===== src/rtl/core/rcog_pkg.sv =====
`default_nettype none
package rcog_pkg;

  // coordinate width that covers the largest grid side
  localparam int CRD_W = 12;

  localparam logic [1:0] REQ_KEY   = 2'd0;
  localparam logic [1:0] REQ_POINT = 2'd1;
  localparam logic [1:0] REQ_READ  = 2'd2;
  localparam logic [1:0] REQ_CLEAR = 2'd3;

  localparam logic [1:0] OP_REPORT = 2'd0;
  localparam logic [1:0] OP_POINT  = 2'd1;
  localparam logic [1:0] OP_READ   = 2'd2;
  localparam logic [1:0] OP_CLEAR  = 2'd3;

  localparam logic [1:0] CLS_FREE    = 2'd0;
  localparam logic [1:0] CLS_UNKNOWN = 2'd1;
  localparam logic [1:0] CLS_OCC     = 2'd2;

  localparam logic [2:0] REG_CPM       = 3'd0;
  localparam logic [2:0] REG_ORG_COL   = 3'd1;
  localparam logic [2:0] REG_ORG_ROW   = 3'd2;
  localparam logic [2:0] REG_NORM_COL  = 3'd3;
  localparam logic [2:0] REG_NORM_ROW  = 3'd4;
  localparam logic [2:0] REG_MIN_VIS   = 3'd5;
  localparam logic [2:0] REG_FREE_LVL  = 3'd6;
  localparam logic [2:0] REG_OCC_LVL   = 3'd7;

  localparam logic [6:0]  PCT_UNKNOWN = 7'd50;
  localparam logic [22:0] PCT_SCALE   = 23'd100;
  localparam logic [15:0] CNT_MAX     = 16'hFFFF;

  typedef struct packed {
    logic [1:0]         req_type;
    logic signed [31:0] pos_x;
    logic signed [31:0] pos_z;
    logic               ground_flag;
    logic [6:0]         cell_row;
    logic [7:0]         cell_col;
  } in_t;

  typedef struct packed {
    logic       accepted;
    logic [1:0] cell_class;
    logic [6:0] occupancy_percent;
    logic [15:0] visit_total;
    logic [15:0] occupied_total;
  } out_t;

  typedef struct packed {
    logic [15:0]        cells_per_meter;
    logic signed [15:0] grid_origin_col;
    logic signed [15:0] grid_origin_row;
    logic [16:0]        norm_col;
    logic [16:0]        norm_row;
    logic [15:0]        min_visits;
    logic [8:0]         free_level;
    logic [8:0]         occupied_level;
  } cfg_t;

  typedef struct packed {
    logic [1:0]       op;
    logic             acc;
    logic             ground;
    logic [CRD_W-1:0] key_col;
    logic [CRD_W-1:0] key_row;
    logic [CRD_W-1:0] col;
    logic [CRD_W-1:0] row;
  } cmd_t;

endpackage
`default_nettype wire


===== src/rtl/core/rcog_fifo.sv =====
`default_nettype none
module rcog_fifo (
  input  logic          clk,
  input  logic          rst_n,
  input  logic          push,
  input  rcog_pkg::cmd_t push_data,
  input  logic          pop,
  output rcog_pkg::cmd_t head,
  output logic          full,
  output logic          empty
);
  import rcog_pkg::*;

  localparam int DEPTH = 4;
  localparam int PW = $clog2(DEPTH);

  cmd_t          slot_r [DEPTH];
  logic [PW-1:0] wp_r, wp_nxt, rp_r, rp_nxt;
  logic [PW:0]   cnt_r, cnt_nxt;

  assign full  = (cnt_r == (PW+1)'(DEPTH));
  assign empty = (cnt_r == '0);
  assign head  = slot_r[rp_r];

  always_comb begin
    wp_nxt  = wp_r;
    rp_nxt  = rp_r;
    cnt_nxt = cnt_r;
    if (push && !full) begin
      wp_nxt = wp_r + 1'b1;
    end
    if (pop && !empty) begin
      rp_nxt = rp_r + 1'b1;
    end
    if ((push && !full) && !(pop && !empty)) begin
      cnt_nxt = cnt_r + 1'b1;
    end else if (!(push && !full) && (pop && !empty)) begin
      cnt_nxt = cnt_r - 1'b1;
    end
  end

  always_ff @(posedge clk) begin
    if (!rst_n) begin
      wp_r  <= '0;
      rp_r  <= '0;
      cnt_r <= '0;
    end else begin
      wp_r  <= wp_nxt;
      rp_r  <= rp_nxt;
      cnt_r <= cnt_nxt;
    end
  end

  always_ff @(posedge clk) begin
    if (push && !full) begin
      slot_r[wp_r] <= push_data;
    end
  end
endmodule
`default_nettype wire


===== config.mk =====
export PLATFORM = sky130hd
export DESIGN_NAME = rcog_fifo
export DESIGN_NICKNAME = d
export VERILOG_FILES = /design/src/rtl/core/rcog_pkg.sv /design/src/rtl/core/rcog_fifo.sv
export SDC_FILE = /design/constraint.sdc
export NUM_CORES = 1
export LEC_CHECK = 0
export BUFFER_PORTS_ARGS = -buffer_cell sky130_fd_sc_hd__buf_2
export CAP_MARGIN = 40
export CORE_ASPECT_RATIO = 0.7
export CORE_MARGIN = 10
export CORE_UTILIZATION = 40
export CTS_CLUSTER_SIZE = 28
export DETAILED_ROUTE_END_ITERATION = 6
export GPL_TIMING_DRIVEN = 0
export PLACE_DENSITY_LB_ADDON = 0.3
export SLEW_MARGIN = 25
export SYNTH_ARGS = -nofsm -noshare
export SYNTH_HDL_FRONTEND = slang
export SYNTH_SLANG_ARGS = --single-unit

===== constraint.sdc =====
create_clock -name clk -period 2.21 [get_ports clk]
set_input_delay 0.442 -clock clk [delete_from_list [all_inputs] [get_ports clk]]
set_output_delay 0.442 -clock clk [all_outputs]
set_load 0.02 [all_outputs]

# --- Word level (Yosys, flattened, before mapping) ---
# Memories as Yosys holds them, arrays and structs flattened. A register that Yosys moved wholly into a read port is not among the register bits.
# Cells that the tools add are included.
totals:
  wordCells: 25
  ram_bits: 208
  memories: 1
  out_inout_bits: 54
  reg_bits: 7
op_classes:
  n_addsub: 4
  n_eq_ne: 1
  mux: 6
  reduce_logical: 10
memory_table:
  columns: ["name", "depth", "word_bits", "read_ports", "rd_ports_with_merged_regs", "wr", "line", "rtl"]
  rows:
  - ["slot_r", 4, 52, 1, 1, 1, "rcog_fifo.sv:17", "cmd_t slot_r [DEPTH];"]
op_table:
  columns: ["op", "n"]
  rows:
  - ["3-bit 2-to-1 mux", 2]
  - ["2-bit by 1-bit adder with 2-bit output (second input constant)", 2]
  - ["1-bit logical AND", 4]
  - ["1-bit zero test", 4]
  - ["2-bit 2-to-1 mux", 2]
  - ["3-bit by 1-bit adder with 3-bit output (second input constant)", 1]
  - ["3-bit equality test (second input constant)", 1]
  - ["3-bit zero test", 1]
  - ["3-bit by 1-bit subtractor with 3-bit output (second input constant)", 1]
  - ["1-bit 2-to-1 mux", 2]
  - ["2-bit nonzero test", 1]

# --- Longest topological paths before layout ---
logic_depth:
  word_depth: 7
  depth_mapped: 9
  depth_no_buf: 8

# --- Worst setup path after synthesis ---
# No wires, ideal clock.
synth_timing:
  path_type: "register to register"
  from: "register cnt_r[0]"
  to: "memory slot_r[0][0] (netlist name), enable pin"
  setup_slack_ps: -319
  path_buffers: 1
  required_ps: 1795
  arrival_time_ps: 2114
  path_stages_with_launch: 5
  period_less_slack_ps: 2529
  setup_ps: 415
  cell_sequence: "dfxtp_1 > nor3b_2 > nor2b_1 > buf_2 > and2_1"
synth_via:
  elab_chain_cells: 5
synth_lines:
  columns: ["element", "line", "rtl"]
  rows:
  - ["start: declaration", "rcog_fifo.sv:19", "logic [PW:0] cnt_r, cnt_nxt;"]
  - ["start signal: assignment", "rcog_fifo.sv:50", "cnt_r <= cnt_nxt;"]
  - ["3-bit equality test", "rcog_fifo.sv:21", "assign full = (cnt_r == (PW+1)'(DEPTH));"]
  - ["via full", "rcog_fifo.sv:9", "output logic full,"]
  - ["1-bit zero test", "rcog_fifo.sv:55", "if (push && !full) begin"]
  - ["1-bit logical AND", "rcog_fifo.sv:55", null]
  - ["1-bit 2-to-1 mux", "rcog_fifo.sv:55", null]
  - ["1-bit 2-to-1 mux (implied by the code)", "rcog_fifo.sv:56", "slot_r[wp_r] <= push_data;"]
  - ["end: declaration", "rcog_fifo.sv:17", null]
# The timed path passes the listed nets, and every way through them passes these cells.

==> metrics.csv <==
metric,value,unit
antenna_found_initial,1,
max_slew_margin,73.9,%
timing.critical_path.cells,buf_12 > clkbuf_16 > mux4_2 > buf_6,
drv_cap,0,
timing_worst_slew_pin_value,391,ps
synthesis.instances,320,
post_route_cells_drive_above_1_share,47.0,%
multi_input_combinational_cell_area,1470,sq um
synth_top_cell_by_area,edfxtp_1,
power_per_cell_area,1260,nW/um^2
finalSetupViolCount,52,
critical_path.slowest_cell,mux4_2,
hold_viol,0,
clock_tree.htree_level_count,1,
worst-setup-path-type,flop to primary output,
ios,110,
die_area,26300,sq um
yosysWarnings,0,
kind_of_end_point_of_the_critical_path,primary output,
fp.coreArea,19800,sq um
drtAntennaViolNets,0,
gr-total-overflow,0,
dpl-instance-area,9010,sq um
grt_pass1_wl,23.8,mm
final_critical_path_setup_slack,-130,ps
leakagePower,0.00348,uW
layout.area.seq,6430,sq um
cts_max_path_buffers,3,
layout.filler_cells,1589,
floorplan.initialDensity,40.6,%
track_usage,11.6,%
worstPathArrival,1900,ps
via_count_of_the_first_global_routing_pass,4101,
clock_skew,7.08,ps
drt_pass1_iterations,6,
outcome,finished with violations,
mostFrequentLayoutCells,"edfxtp_1, buf_2, buf_6, mux4_2, clkbuf_16",
layout-area-overhead-vs-synth,27.6,%
clock_sinks,217,
holdCritPathClass,primary input to flop,
min_period_over_period,106,%
timing.critical_path.from_type,flop,
cp_num_buf_inv,3,
clockRootBuffer,clkbuf_16,
postSynthAreaPerCell,25.1,sq um
design_area,10300,sq um
vdd.ir_drop.worst,0.000706,V
p_total,12900,uW
clk_latency,490,ps
timing.critical_path.slowest_cell_delay,520,ps
cp.required,1770,ps
critical_path_peak_fanout,7,
worst_path_dominant_cell_family,multiplexers,
violated_checks,setup timing,
detailedPlacementHpwl,9.90,mm
fin_nets,525,
grt_setup_unrepaired,true,
worst_setup_hold_path_clk_slew,60,ps
final_util,51.8,%
rows,43,
cts_tree,done,
cts_made_buffers,22,
number_of_buffers_added_on_ports,108,
fin_crit,2340,ps
gp_routability_congestion,0.680,
placed_cell_count,702,
postSynthNetCount,382,
yosysTopAreaCellShare,77.7,%
layout.cells.most_common,edfxtp_1,
post_drt_via_cell_ratio,4.90,
ys_types,23,
final_cell_count_no_fill,751,
post_drt_wl_per_cell,21.1,um
die_height,139,um
drv_slew,0,
first_iter_violations,299,
synth_area,8040,sq um
synth_seq_cells,217,
synth_sequential_area_ratio,79.9,%
max_freq,0.427,GHz
route.final.wire_length,15.8,mm
drcViolationCount,0,
grt_max_degree,33,
via_count,3678,
synth.top_cells.by_area,"edfxtp_1, mux4_2, dfxtp_1",
die_w,189,um
-- cell usage after synthesis, drive strengths merged --
cell      n
nor2b     2
and2      8
dfxtp     9
nor3      1
mux4     52
buf      12
o31ai     1
edfxtp  208
inv       3
or3       1
fa        1
ha        5
o311ai    1
nand2     4
o21ai     1
clkbuf    2
nor3b     1
xor2      1
a21boi    1
xnor2     3
mux2i     3
-- cell families (layout without fill, tap and decap cells) --
kind of cell | count (synthesis) | in the layout | share of synthesized area (%)
flip-flops | 217 | 217 | 79.9
multiplexers | 55 | 55 | 14.9
AND/OR/NAND/NOR | 17 | 17 | 1.26
buffers and inverters | 17 | 176 | 1.99
adder cells (fa/ha/maj) | 6 | 6 | 1.03
AO/OA/AOI/OAI | 4 | 4 | 0.420
XOR/XNOR | 4 | 4 | 0.436
other | 0 | 2 | 0
-- sequential cells by signal (all words and copies together), names as in the netlist, named ones only --
signal and flops:
slot_r 208, cnt_r 3, rp_r 2, wp_r 2
-- final timing paths --
path | start | end | slack, ps | cells after the start
setup reg to reg | cnt_r[2] | cnt_r[2] | 50 | 9
hold / removal | push_data[16] | slot_r[2][16] | 160 | 1
hold reg to reg | wp_r[1] | wp_r[1] | 520 | 2
setup / recovery | flop | head[46] | -130 | 4
-- layer usage --
| layer | GRT usage (%) | share of wire (%) |
|---|---|---|
| met4 | 2.50 | 1.4 |
| met5 | 0 | 0 |
| met2 | 18.3 | 48 |
| met3 | 3.62 | 6.2 |
| met1 | 15.4 | 45 |
-- worst register-to-register path: cells and delay by family (launching register included) --
kind / cells / cell delay [ps]
DFF: 1 / 360
adders and majority gates: 2 / 580
buffers and inverters: 2 / 230
AOI/OAI and AO/OA: 1 / 160
and+or+nand+nor: 3 / 610
xor gates and xnor gates: 1 / 160
-- cell type report --
cell class                      count  share of cell area [%]
Clock inverter                     12                    1.26
Inverter                            3                   0.110
Timing Repair Buffer              120                    10.9
Antenna cell                        2                  0.0488
Sequential cell                   217                    62.7
Multi-Input combinational cell     86                    14.3
Clock buffer                       28                    5.79
Tap cell                          270                    3.29
Buffer                             13                    1.65
-- power breakdown --
group	internal (uW)	switching [uW]	leakage [uW]
registers	5000	151	0.00198
clock network	2240	1410	0.000355
logic	2200	1910	0.00114
-- per-stage QoR --
stage          setup TNS, ps  setup WS [ps]  hold WS, ps
2_1_floorplan              0            125          468
3_3_place_gp          -70130           -345          480
3_5_place_dp            -103           -103          517
4_1_cts                -5440           -154          140
5_1_grt                -8320           -193          145
6_report               -4510           -130          161
-- what timing repair did --
item | in CTS | in global routing
endpoints found under the setup margin | 52 | 53
setup buffers | 2 | 0
gates resized for setup | 44 | 78
hold buffers | 0 | 0
gates cloned | 1 | 5
Power figures use the tool's default switching activity.
