[src/rtl/core/rcog_pkg.sv]
`default_nettype none
package rcog_pkg;

  // coordinate width that covers the largest grid side
  localparam int CRD_W = 12;

  localparam logic [1:0] REQ_KEY   = 2'd0;
  localparam logic [1:0] REQ_POINT = 2'd1;
  localparam logic [1:0] REQ_READ  = 2'd2;
  localparam logic [1:0] REQ_CLEAR = 2'd3;

  localparam logic [1:0] OP_REPORT = 2'd0;
  localparam logic [1:0] OP_POINT  = 2'd1;
  localparam logic [1:0] OP_READ   = 2'd2;
  localparam logic [1:0] OP_CLEAR  = 2'd3;

  localparam logic [1:0] CLS_FREE    = 2'd0;
  localparam logic [1:0] CLS_UNKNOWN = 2'd1;
  localparam logic [1:0] CLS_OCC     = 2'd2;

  localparam logic [2:0] REG_CPM       = 3'd0;
  localparam logic [2:0] REG_ORG_COL   = 3'd1;
  localparam logic [2:0] REG_ORG_ROW   = 3'd2;
  localparam logic [2:0] REG_NORM_COL  = 3'd3;
  localparam logic [2:0] REG_NORM_ROW  = 3'd4;
  localparam logic [2:0] REG_MIN_VIS   = 3'd5;
  localparam logic [2:0] REG_FREE_LVL  = 3'd6;
  localparam logic [2:0] REG_OCC_LVL   = 3'd7;

  localparam logic [6:0]  PCT_UNKNOWN = 7'd50;
  localparam logic [22:0] PCT_SCALE   = 23'd100;
  localparam logic [15:0] CNT_MAX     = 16'hFFFF;

  typedef struct packed {
    logic [1:0]         req_type;
    logic signed [31:0] pos_x;
    logic signed [31:0] pos_z;
    logic               ground_flag;
    logic [6:0]         cell_row;
    logic [7:0]         cell_col;
  } in_t;

  typedef struct packed {
    logic       accepted;
    logic [1:0] cell_class;
    logic [6:0] occupancy_percent;
    logic [15:0] visit_total;
    logic [15:0] occupied_total;
  } out_t;

  typedef struct packed {
    logic [15:0]        cells_per_meter;
    logic signed [15:0] grid_origin_col;
    logic signed [15:0] grid_origin_row;
    logic [16:0]        norm_col;
    logic [16:0]        norm_row;
    logic [15:0]        min_visits;
    logic [8:0]         free_level;
    logic [8:0]         occupied_level;
  } cfg_t;

  typedef struct packed {
    logic [1:0]       op;
    logic             acc;
    logic             ground;
    logic [CRD_W-1:0] key_col;
    logic [CRD_W-1:0] key_row;
    logic [CRD_W-1:0] col;
    logic [CRD_W-1:0] row;
  } cmd_t;

endpackage
`default_nettype wire

[src/rtl/core/rcog_front.sv]
`default_nettype none
module rcog_front #(
  parameter int GRID_W = 256,
  parameter int GRID_H = 128
) (
  input  logic           clk,
  input  logic           rst_n,
  input  logic           start,
  input  rcog_pkg::in_t  in_data,
  input  rcog_pkg::cfg_t cfg,
  input  logic           hold,
  output logic           busy,
  input  logic           q_full,
  output logic           q_push,
  output rcog_pkg::cmd_t q_data
);
  import rcog_pkg::*;

  localparam logic [2:0] F_IDLE = 3'd0;
  localparam logic [2:0] F_S    = 3'd1;
  localparam logic [2:0] F_D    = 3'd2;
  localparam logic [2:0] F_LO   = 3'd3;
  localparam logic [2:0] F_HI   = 3'd4;
  localparam logic [2:0] F_PUSH = 3'd5;

  logic [2:0]         st_r, st_nxt;
  logic               axis_r, axis_nxt;
  in_t                item_r, item_nxt;
  logic signed [48:0] s_r, s_nxt;
  logic signed [49:0] d_r, d_nxt;
  logic [16:0]        plo_r, plo_nxt;
  logic [CRD_W-1:0]   col_r, col_nxt, row_r, row_nxt;
  logic               cok_r, cok_nxt, rok_r, rok_nxt;
  logic [CRD_W-1:0]   kcol_r, kcol_nxt, krow_r, krow_nxt;
  logic               kval_r, kval_nxt;

  logic signed [48:0] pos_s, cpm_s;
  logic signed [49:0] s_ext, org_s, d_calc;
  logic [16:0]        norm_sel;
  logic [40:0]        lo_prod;
  logic [41:0]        hi_t;
  logic [25:0]        cq, lim;
  logic               q_ok, rd_in, ready;
  logic [CRD_W-1:0]   q_cell;

  assign ready  = (st_r == F_IDLE) && !hold;
  assign busy   = !ready;
  assign pos_s  = axis_r ? item_r.pos_z : item_r.pos_x;
  assign cpm_s  = {33'd0, cfg.cells_per_meter};
  assign s_ext  = s_r;
  assign org_s  = axis_r ? cfg.grid_origin_row : cfg.grid_origin_col;
  assign d_calc = s_ext - (org_s <<< 24);
  assign norm_sel = axis_r ? cfg.norm_row : cfg.norm_col;
  assign lo_prod  = 41'(d_r[23:0]) * 41'(norm_sel);
  assign hi_t     = 42'(d_r[47:24]) * 42'(norm_sel) + 42'(plo_r);
  assign cq       = hi_t[41:16];
  assign lim      = axis_r ? 26'(GRID_H) : 26'(GRID_W);
  // zero scale maps every position to cell zero
  assign q_ok     = (norm_sel == 17'd0) || (!d_r[49] && (cq < lim));
  assign q_cell   = (norm_sel == 17'd0) ? '0 : cq[CRD_W-1:0];
  assign rd_in    = (32'(item_r.cell_row) < 32'(GRID_H)) &&
                    (32'(item_r.cell_col) < 32'(GRID_W));

  always_comb begin
    st_nxt   = st_r;
    axis_nxt = axis_r;
    item_nxt = item_r;
    s_nxt    = s_r;
    d_nxt    = d_r;
    plo_nxt  = plo_r;
    col_nxt  = col_r;
    row_nxt  = row_r;
    cok_nxt  = cok_r;
    rok_nxt  = rok_r;
    kcol_nxt = kcol_r;
    krow_nxt = krow_r;
    kval_nxt = kval_r;
    q_push   = 1'b0;
    q_data   = '0;
    unique case (st_r)
      F_IDLE: begin
        if (start && ready) begin
          item_nxt = in_data;
          axis_nxt = 1'b0;
          if (in_data.req_type == REQ_KEY || in_data.req_type == REQ_POINT) begin
            st_nxt = F_S;
          end else begin
            st_nxt = F_PUSH;
          end
        end
      end
      F_S: begin
        s_nxt  = pos_s * cpm_s;
        st_nxt = F_D;
      end
      F_D: begin
        d_nxt  = d_calc;
        st_nxt = F_LO;
      end
      F_LO: begin
        plo_nxt = lo_prod[40:24];
        st_nxt  = F_HI;
      end
      F_HI: begin
        if (axis_r) begin
          row_nxt = q_cell;
          rok_nxt = q_ok;
          st_nxt  = F_PUSH;
        end else begin
          col_nxt  = q_cell;
          cok_nxt  = q_ok;
          axis_nxt = 1'b1;
          st_nxt   = F_S;
        end
      end
      F_PUSH: begin
        if (!q_full) begin
          q_push = 1'b1;
          st_nxt = F_IDLE;
          unique case (item_r.req_type)
            REQ_KEY: begin
              q_data.op  = OP_REPORT;
              q_data.acc = cok_r && rok_r;
              kval_nxt   = cok_r && rok_r;
              if (cok_r && rok_r) begin
                kcol_nxt = col_r;
                krow_nxt = row_r;
              end
            end
            REQ_POINT: begin
              if (kval_r && cok_r && rok_r) begin
                q_data.op      = OP_POINT;
                q_data.acc     = 1'b1;
                q_data.ground  = item_r.ground_flag;
                q_data.key_col = kcol_r;
                q_data.key_row = krow_r;
                q_data.col     = col_r;
                q_data.row     = row_r;
              end else begin
                q_data.op = OP_REPORT;
              end
            end
            REQ_READ: begin
              if (rd_in) begin
                q_data.op  = OP_READ;
                q_data.acc = 1'b1;
                q_data.col = CRD_W'(item_r.cell_col);
                q_data.row = CRD_W'(item_r.cell_row);
              end else begin
                q_data.op = OP_REPORT;
              end
            end
            REQ_CLEAR: begin
              q_data.op  = OP_CLEAR;
              q_data.acc = 1'b1;
            end
          endcase
        end
      end
      default: st_nxt = F_IDLE;
    endcase
  end

  always_ff @(posedge clk) begin
    if (!rst_n) begin
      st_r   <= F_IDLE;
      axis_r <= 1'b0;
      cok_r  <= 1'b0;
      rok_r  <= 1'b0;
      kcol_r <= '0;
      krow_r <= '0;
      kval_r <= 1'b0;
    end else begin
      st_r   <= st_nxt;
      axis_r <= axis_nxt;
      cok_r  <= cok_nxt;
      rok_r  <= rok_nxt;
      kcol_r <= kcol_nxt;
      krow_r <= krow_nxt;
      kval_r <= kval_nxt;
    end
  end

  always_ff @(posedge clk) begin
    item_r <= item_nxt;
    s_r    <= s_nxt;
    d_r    <= d_nxt;
    plo_r  <= plo_nxt;
    col_r  <= col_nxt;
    row_r  <= row_nxt;
  end
endmodule
`default_nettype wire

[config.mk]
export PLATFORM = sky130hd
export DESIGN_NAME = rcog_front
export DESIGN_NICKNAME = d
export VERILOG_FILES = /design/src/rtl/core/rcog_pkg.sv /design/src/rtl/core/rcog_front.sv
export SDC_FILE = /design/constraint.sdc
export NUM_CORES = 2
export LEC_CHECK = 0
export BUFFER_PORTS_ARGS = -buffer_cell sky130_fd_sc_hd__buf_2
export CAP_MARGIN = 20
export CELL_PAD_IN_SITES_DETAIL_PLACEMENT = 2
export CELL_PAD_IN_SITES_GLOBAL_PLACEMENT = 2
export CORE_UTILIZATION = 38
export DETAILED_ROUTE_END_ITERATION = 6
export PLACE_DENSITY = 0.77
export SYNTH_ARGS = -nofsm -noshare
export SYNTH_HDL_FRONTEND = slang
export SYNTH_SLANG_ARGS = --single-unit
[constraint.sdc]
create_clock -name clk -period 8.9 [get_ports clk]
set_clock_uncertainty 0.1 [all_clocks]
set_input_delay 0 -clock clk [delete_from_list [all_inputs] [get_ports clk]]
set_output_delay 0 -clock clk [all_outputs]
set_load 0.03 [all_outputs]
Yosys cells after proc, flatten, opt, wreduce, memory -nomap -nowiden

Cells that the tools add are included.

$add $sub $neg: 2
Multipliers: 3
Divide/modulo/power cells: 0
Magnitude comparators: 1
Equality and inequality tests: 11
Shifts and indexed selects: 0
Mux-type cells: 21
Bitwise logic cells: 2
Reductions and logical operators: 23

Operator list:

| operator                                             | number |
|---|---|
| 2-to-1 mux 52 bit                                    | 2 |
| multiplier 24 x 17 -> 41 bit                         | 2 |
| 2-to-1 mux 50 bit                                    | 1 |
| subtractor 49 x 50 -> 50 bit                         | 1 |
| multiplier 49 x 17 -> 49 bit                         | 1 |
| 2-to-1 mux 49 bit                                    | 1 |
| one-hot mux 24 bit (2 select lines)                  | 1 |
| adder 41 x 17 -> 42 bit                              | 1 |
| less-than comparator 26 x 9 -> 1 bit                 | 1 |
| 2-to-1 mux 26 bit                                    | 1 |
| 2-to-1 mux 25 bit                                    | 1 |
| one-hot mux 3 bit (6 select lines)                   | 1 |
| logical NOT 17 bit                                   | 1 |
| 2-to-1 mux 17 bit                                    | 1 |
| 2-to-1 mux 12 bit                                    | 1 |
| 2-to-1 mux 3 bit                                     | 4 |
| one-hot mux 3 bit (4 select lines)                   | 1 |
| AND reduction 2 bit                                  | 5 |
| 2-to-1 mux 9 bit                                     | 1 |
| equality test 3 x 2 -> 1 bit (second input constant) | 2 |
| equality test 3 bit (second input constant)          | 2 |
| logical AND 1 bit                                    | 6 |
| equality test 2 x 1 -> 1 bit (second input constant) | 2 |
| equality test 2 bit (second input constant)          | 2 |
| other kinds (13)                                     | 21 |

Register bits: 253
Bits in latches: 0
RAM bits: 0
Bits in read-only memories: 0
Output and inout port bits: 54
Memories: 0

Longest topological paths before layout

Depth in word-level cells: 6
Depth in mapped cells: 38
Gate-level depth less buffers: 34

Least setup slack after synthesis

Ideal clock, no wire load.

Path type: flip-flop to flip-flop
From: register axis_r
To: register cok_r
Setup time: 0.062 ns
Arrival time: 8.297 ns
Required time: 8.738 ns
Path slack: 0.441 ns
Cell stages (with the launch flop): 38
Path buffers: 4
Cell sequence: dfxtp_1 -> clkbuf_1 -> buf_2 -> buf_1 -> mux2_2 -> clkbuf_1 -> nand2_1 -> fa_1 -> inv_1 -> fa_1 -> inv_1 -> fa_1 -> inv_1 -> fa_1 -> fa_1 -> inv_1 -> fa_1 -> inv_1 -> (+2 left out) -> nand2_1 -> o21ai_1 -> o31ai_4 -> a31oi_1 -> a21oi_1 -> inv_1 -> a21oi_1 -> xnor2_1 -> ha_1 -> nor2_1 -> o2111ai_1 -> nor3_1 -> mux2_2 -> nand4_1 -> nor4b_2 -> o2111ai_1 -> nor4b_2 -> o221a_1

Cells in the longest elaborated chain, start to end: 6

RTL lines:

| what                                 | line              | text |
|---|---|---|
| start, declared                      | rcog_front.sv:27  | `logic axis_r, axis_nxt;` |
| start signal, assigned               | rcog_front.sv:175 | `axis_r <= axis_nxt;` |
| 2-to-1 mux 17 bit                    | rcog_front.sv:53  | `assign norm_sel = axis_r ? cfg.norm_row : cfg.norm_col;` |
| multiplier 24 x 17 -> 41 bit         | rcog_front.sv:55  | `assign hi_t = 42'(d_r[47:24]) * 42'(norm_sel) + 42'(plo_r);` |
| adder 41 x 17 -> 42 bit              | rcog_front.sv:55  |  |
| less-than comparator 26 x 9 -> 1 bit | rcog_front.sv:59  | `assign q_ok = (norm_sel == 17'd0) \|\| (!d_r[49] && (cq < lim));` |
| logical AND 1 bit                    | rcog_front.sv:59  |  |
| logical OR 1 bit                     | rcog_front.sv:59  |  |
| end signal, assigned                 | rcog_front.sv:176 | `cok_r <= cok_nxt;` |
| end, declared                        | rcog_front.sv:33  | `logic cok_r, cok_nxt, rok_r, rok_nxt;` |

Parallel ways exist; a longest one is shown, timed or not.
A chain may end at the register's enable or synchronous reset.

Worst setup path in the final report

Same ends and word-level chain as after synthesis.

==> flow_summary.json <==
{
  "status": "finished clean",
  "yosys.area.top_type": "fa_1",
  "crit_fanout": 14,
  "design_area_mm2": 0.0593,
  "clock_sinks": 252,
  "fp.coreArea_mm2": 0.140,
  "synth_seq_cells": 252,
  "initial_core_util_pct": 38.3,
  "path_class": "reg2reg",
  "fmax_mhz": 118,
  "via_count": 39700,
  "finalWorstSetupSlack_ps": 445,
  "yosysUniqueCellTypes": 77,
  "yosysTopAreaCellShare_pct": 43.5,
  "cp-end-kind": "register",
  "critPathLaunchType": "register",
  "syn_avg_cell_area_um2": 9.52,
  "avgRoutedWirePerCell_um": 23.0,
  "fin_crit_sh_pct": 95.0,
  "clkSlewWorstSetupHoldPaths_ps": 60,
  "synth_area_mm2": 0.0534,
  "critPathRequiredTime_ps": 9330,
  "drv_slew": 0,
  "hold_violations": 0,
  "cap_violations": 0,
  "drt-initial-drc-count": 1756,
  "worstPathArrival_ps": 8890,
  "netlist_instances": 5611,
  "dr.pass1.iters": 6,
  "synth-seq-area-share_pct": 13.6,
  "post_route_cells_drive_above_1_share_pct": 7.59,
  "die_h_um": 377,
  "antenna_left": 0,
  "hpwl_mm": 137,
  "yosys-top-cells-area": "fa_1 44%, edfxtp_1 12%, inv_1 9.1%, ha_1 9.0%, nand2_1 6.7%",
  "io_buffers": 222,
  "grt_pass1_vias": 48600,
  "synth_edf_count": 221,
  "cts-buffers-inserted": 35,
  "cpPeakStageDelay_ps": 600,
  "fin_setup_tns_ps": 0,
  "drc": 0,
  "die_w_um": 377,
  "drt_wl_total_mm": 178,
  "htreeDepth": 2,
  "timing.max_slew.rel_slack_pct": 30.2,
  "setup_viol": 0,
  "synthTopCellsByCount": "1,299 x inv_1, 1,162 x fa_1, 953 x nand2_1",
  "cpMaxStageDelayCell": "fa_1",
  "clk_latency_ps": 610,
  "grt_first_pass_wirelength_mm": 280,
  "cts_tree": "yes",
  "cts-root-buf": "clkbuf_16",
  "ys.flop_type": "edfxtp_1",
  "async_reset_ff_share_pct": 0,
  "dpl-instance-area_mm2": 0.0566,
  "grt_usage_pct": 25.8,
  "antenna_found_initial": 5,
  "gp_congestion": 0.844,
  "min_path_type": "in2reg",
  "syn_to_final_growth_pct": 10.9,
  "overflow": 0,
  "clockBufferDepth": 3,
  "synth_most_common_cell": "inv_1",
  "dieArea_mm2": 0.142,
  "grt_max_degree": 60,
  "nets": 7585,
  "yosys_warnings": 0,
  "place_ws_ps": 2.50,
  "via_per_inst": 5.13,
  "row_count": 137,
  "io_pins": 257,
  "synth_nets": 7360,
  "fin_crit_ps": 8450,
  "final_util_pct": 42.5,
  "worstMarginPinSlew_ps": 1040,
  "antennaDiodeCount": 0
}
## critical path: cells and delay by family (launching register included)
kind,cells,cell delay [ps]
AOI/OAI and AO/OA,8,1610
xor gates and xnor gates,1,110
adders and majority gates,8,3620
buffers and inverters,8,670
DFF,1,360
muxes,2,480
and+or+nand+nor,8,1460
## worst paths after layout
kind | to | depth (start not counted) | slack (ps) | startpoint
setup / recovery | cok_r | 35 | 450 | axis_r
hold / removal | item_r[57] | 2 | 20 | in_data[57]
setup reg to reg | cok_r | 35 | 450 | axis_r
hold reg to reg | d_r[18] | 0 | 320 | s_r[18]
## cell families (layout without fill, tap and decap cells)
logic type,count (synthesis),after routing,synth area share (%)
buffers and inverters,1560,1810,11.0
AOI/OAI and AO/OA,354,354,4.56
adders and majority gates,1546,1546,52.5
and+or+nand+nor,1729,1729,15.3
DFF,252,252,13.6
muxes,73,73,1.49
xor gates and xnor gates,97,97,1.59
## cells in the final DEF (no fill, tap or decap), types with 85 or more instances in the layout
cell type / n
nand2_1: 953
buf_2: 222
edfxtp_1: 221
fa_1: 1162
a21oi_1: 85
and2_1: 480
nor2_1: 100
inv_1: 1299
ha_1: 383
dlygate4sd3_1: 138
## routing by layer
layer	global-route usage (%)	wire [um]	up-vias
met5	0	12	-
met4	8.05	5670	2
met3	3.77	7870	280
met2	46.1	91100	929
met1	31.9	73600	21300
li1	-	-	17100
## cell type report
cell class	instances	area, um^2
Fill cell	15000	80300
Multi-Input combinational cell	3799	40400
Sequential cell	252	7260
Inverter	1299	4880
Timing Repair Buffer	449	3240
Tap cell	1876	2350
Clock buffer	44	941
Clock inverter	18	190
## metrics by stage
step / hold WS (ps) / cells
global placement: 77.6 / 7532
floorplan: -1.13 / 5611
CTS: 0.385 / 7733
detailed placement: 78.3 / 7533
global route: 16.3 / 7737
finish: 24.9 / 7737
## flip-flops by register name (all words and copies together), names as in the netlist, 12 cells and up
name	flops
row_r	12
item_r	82
d_r	49
krow_r	12
col_r	12
kcol_r	12
plo_r	17
s_r	49
## what timing repair did
action	in CTS	in global routing
resized for setup	2	22
hold buffers	138	0
buffers inserted	0	4
setup endpoints to repair	1	2
pin swaps	0	3
hold endpoints to repair	112	0
Power is not shown: default switching activity piles up to over one toggle a cycle in this logic, so the estimate is an artifact.
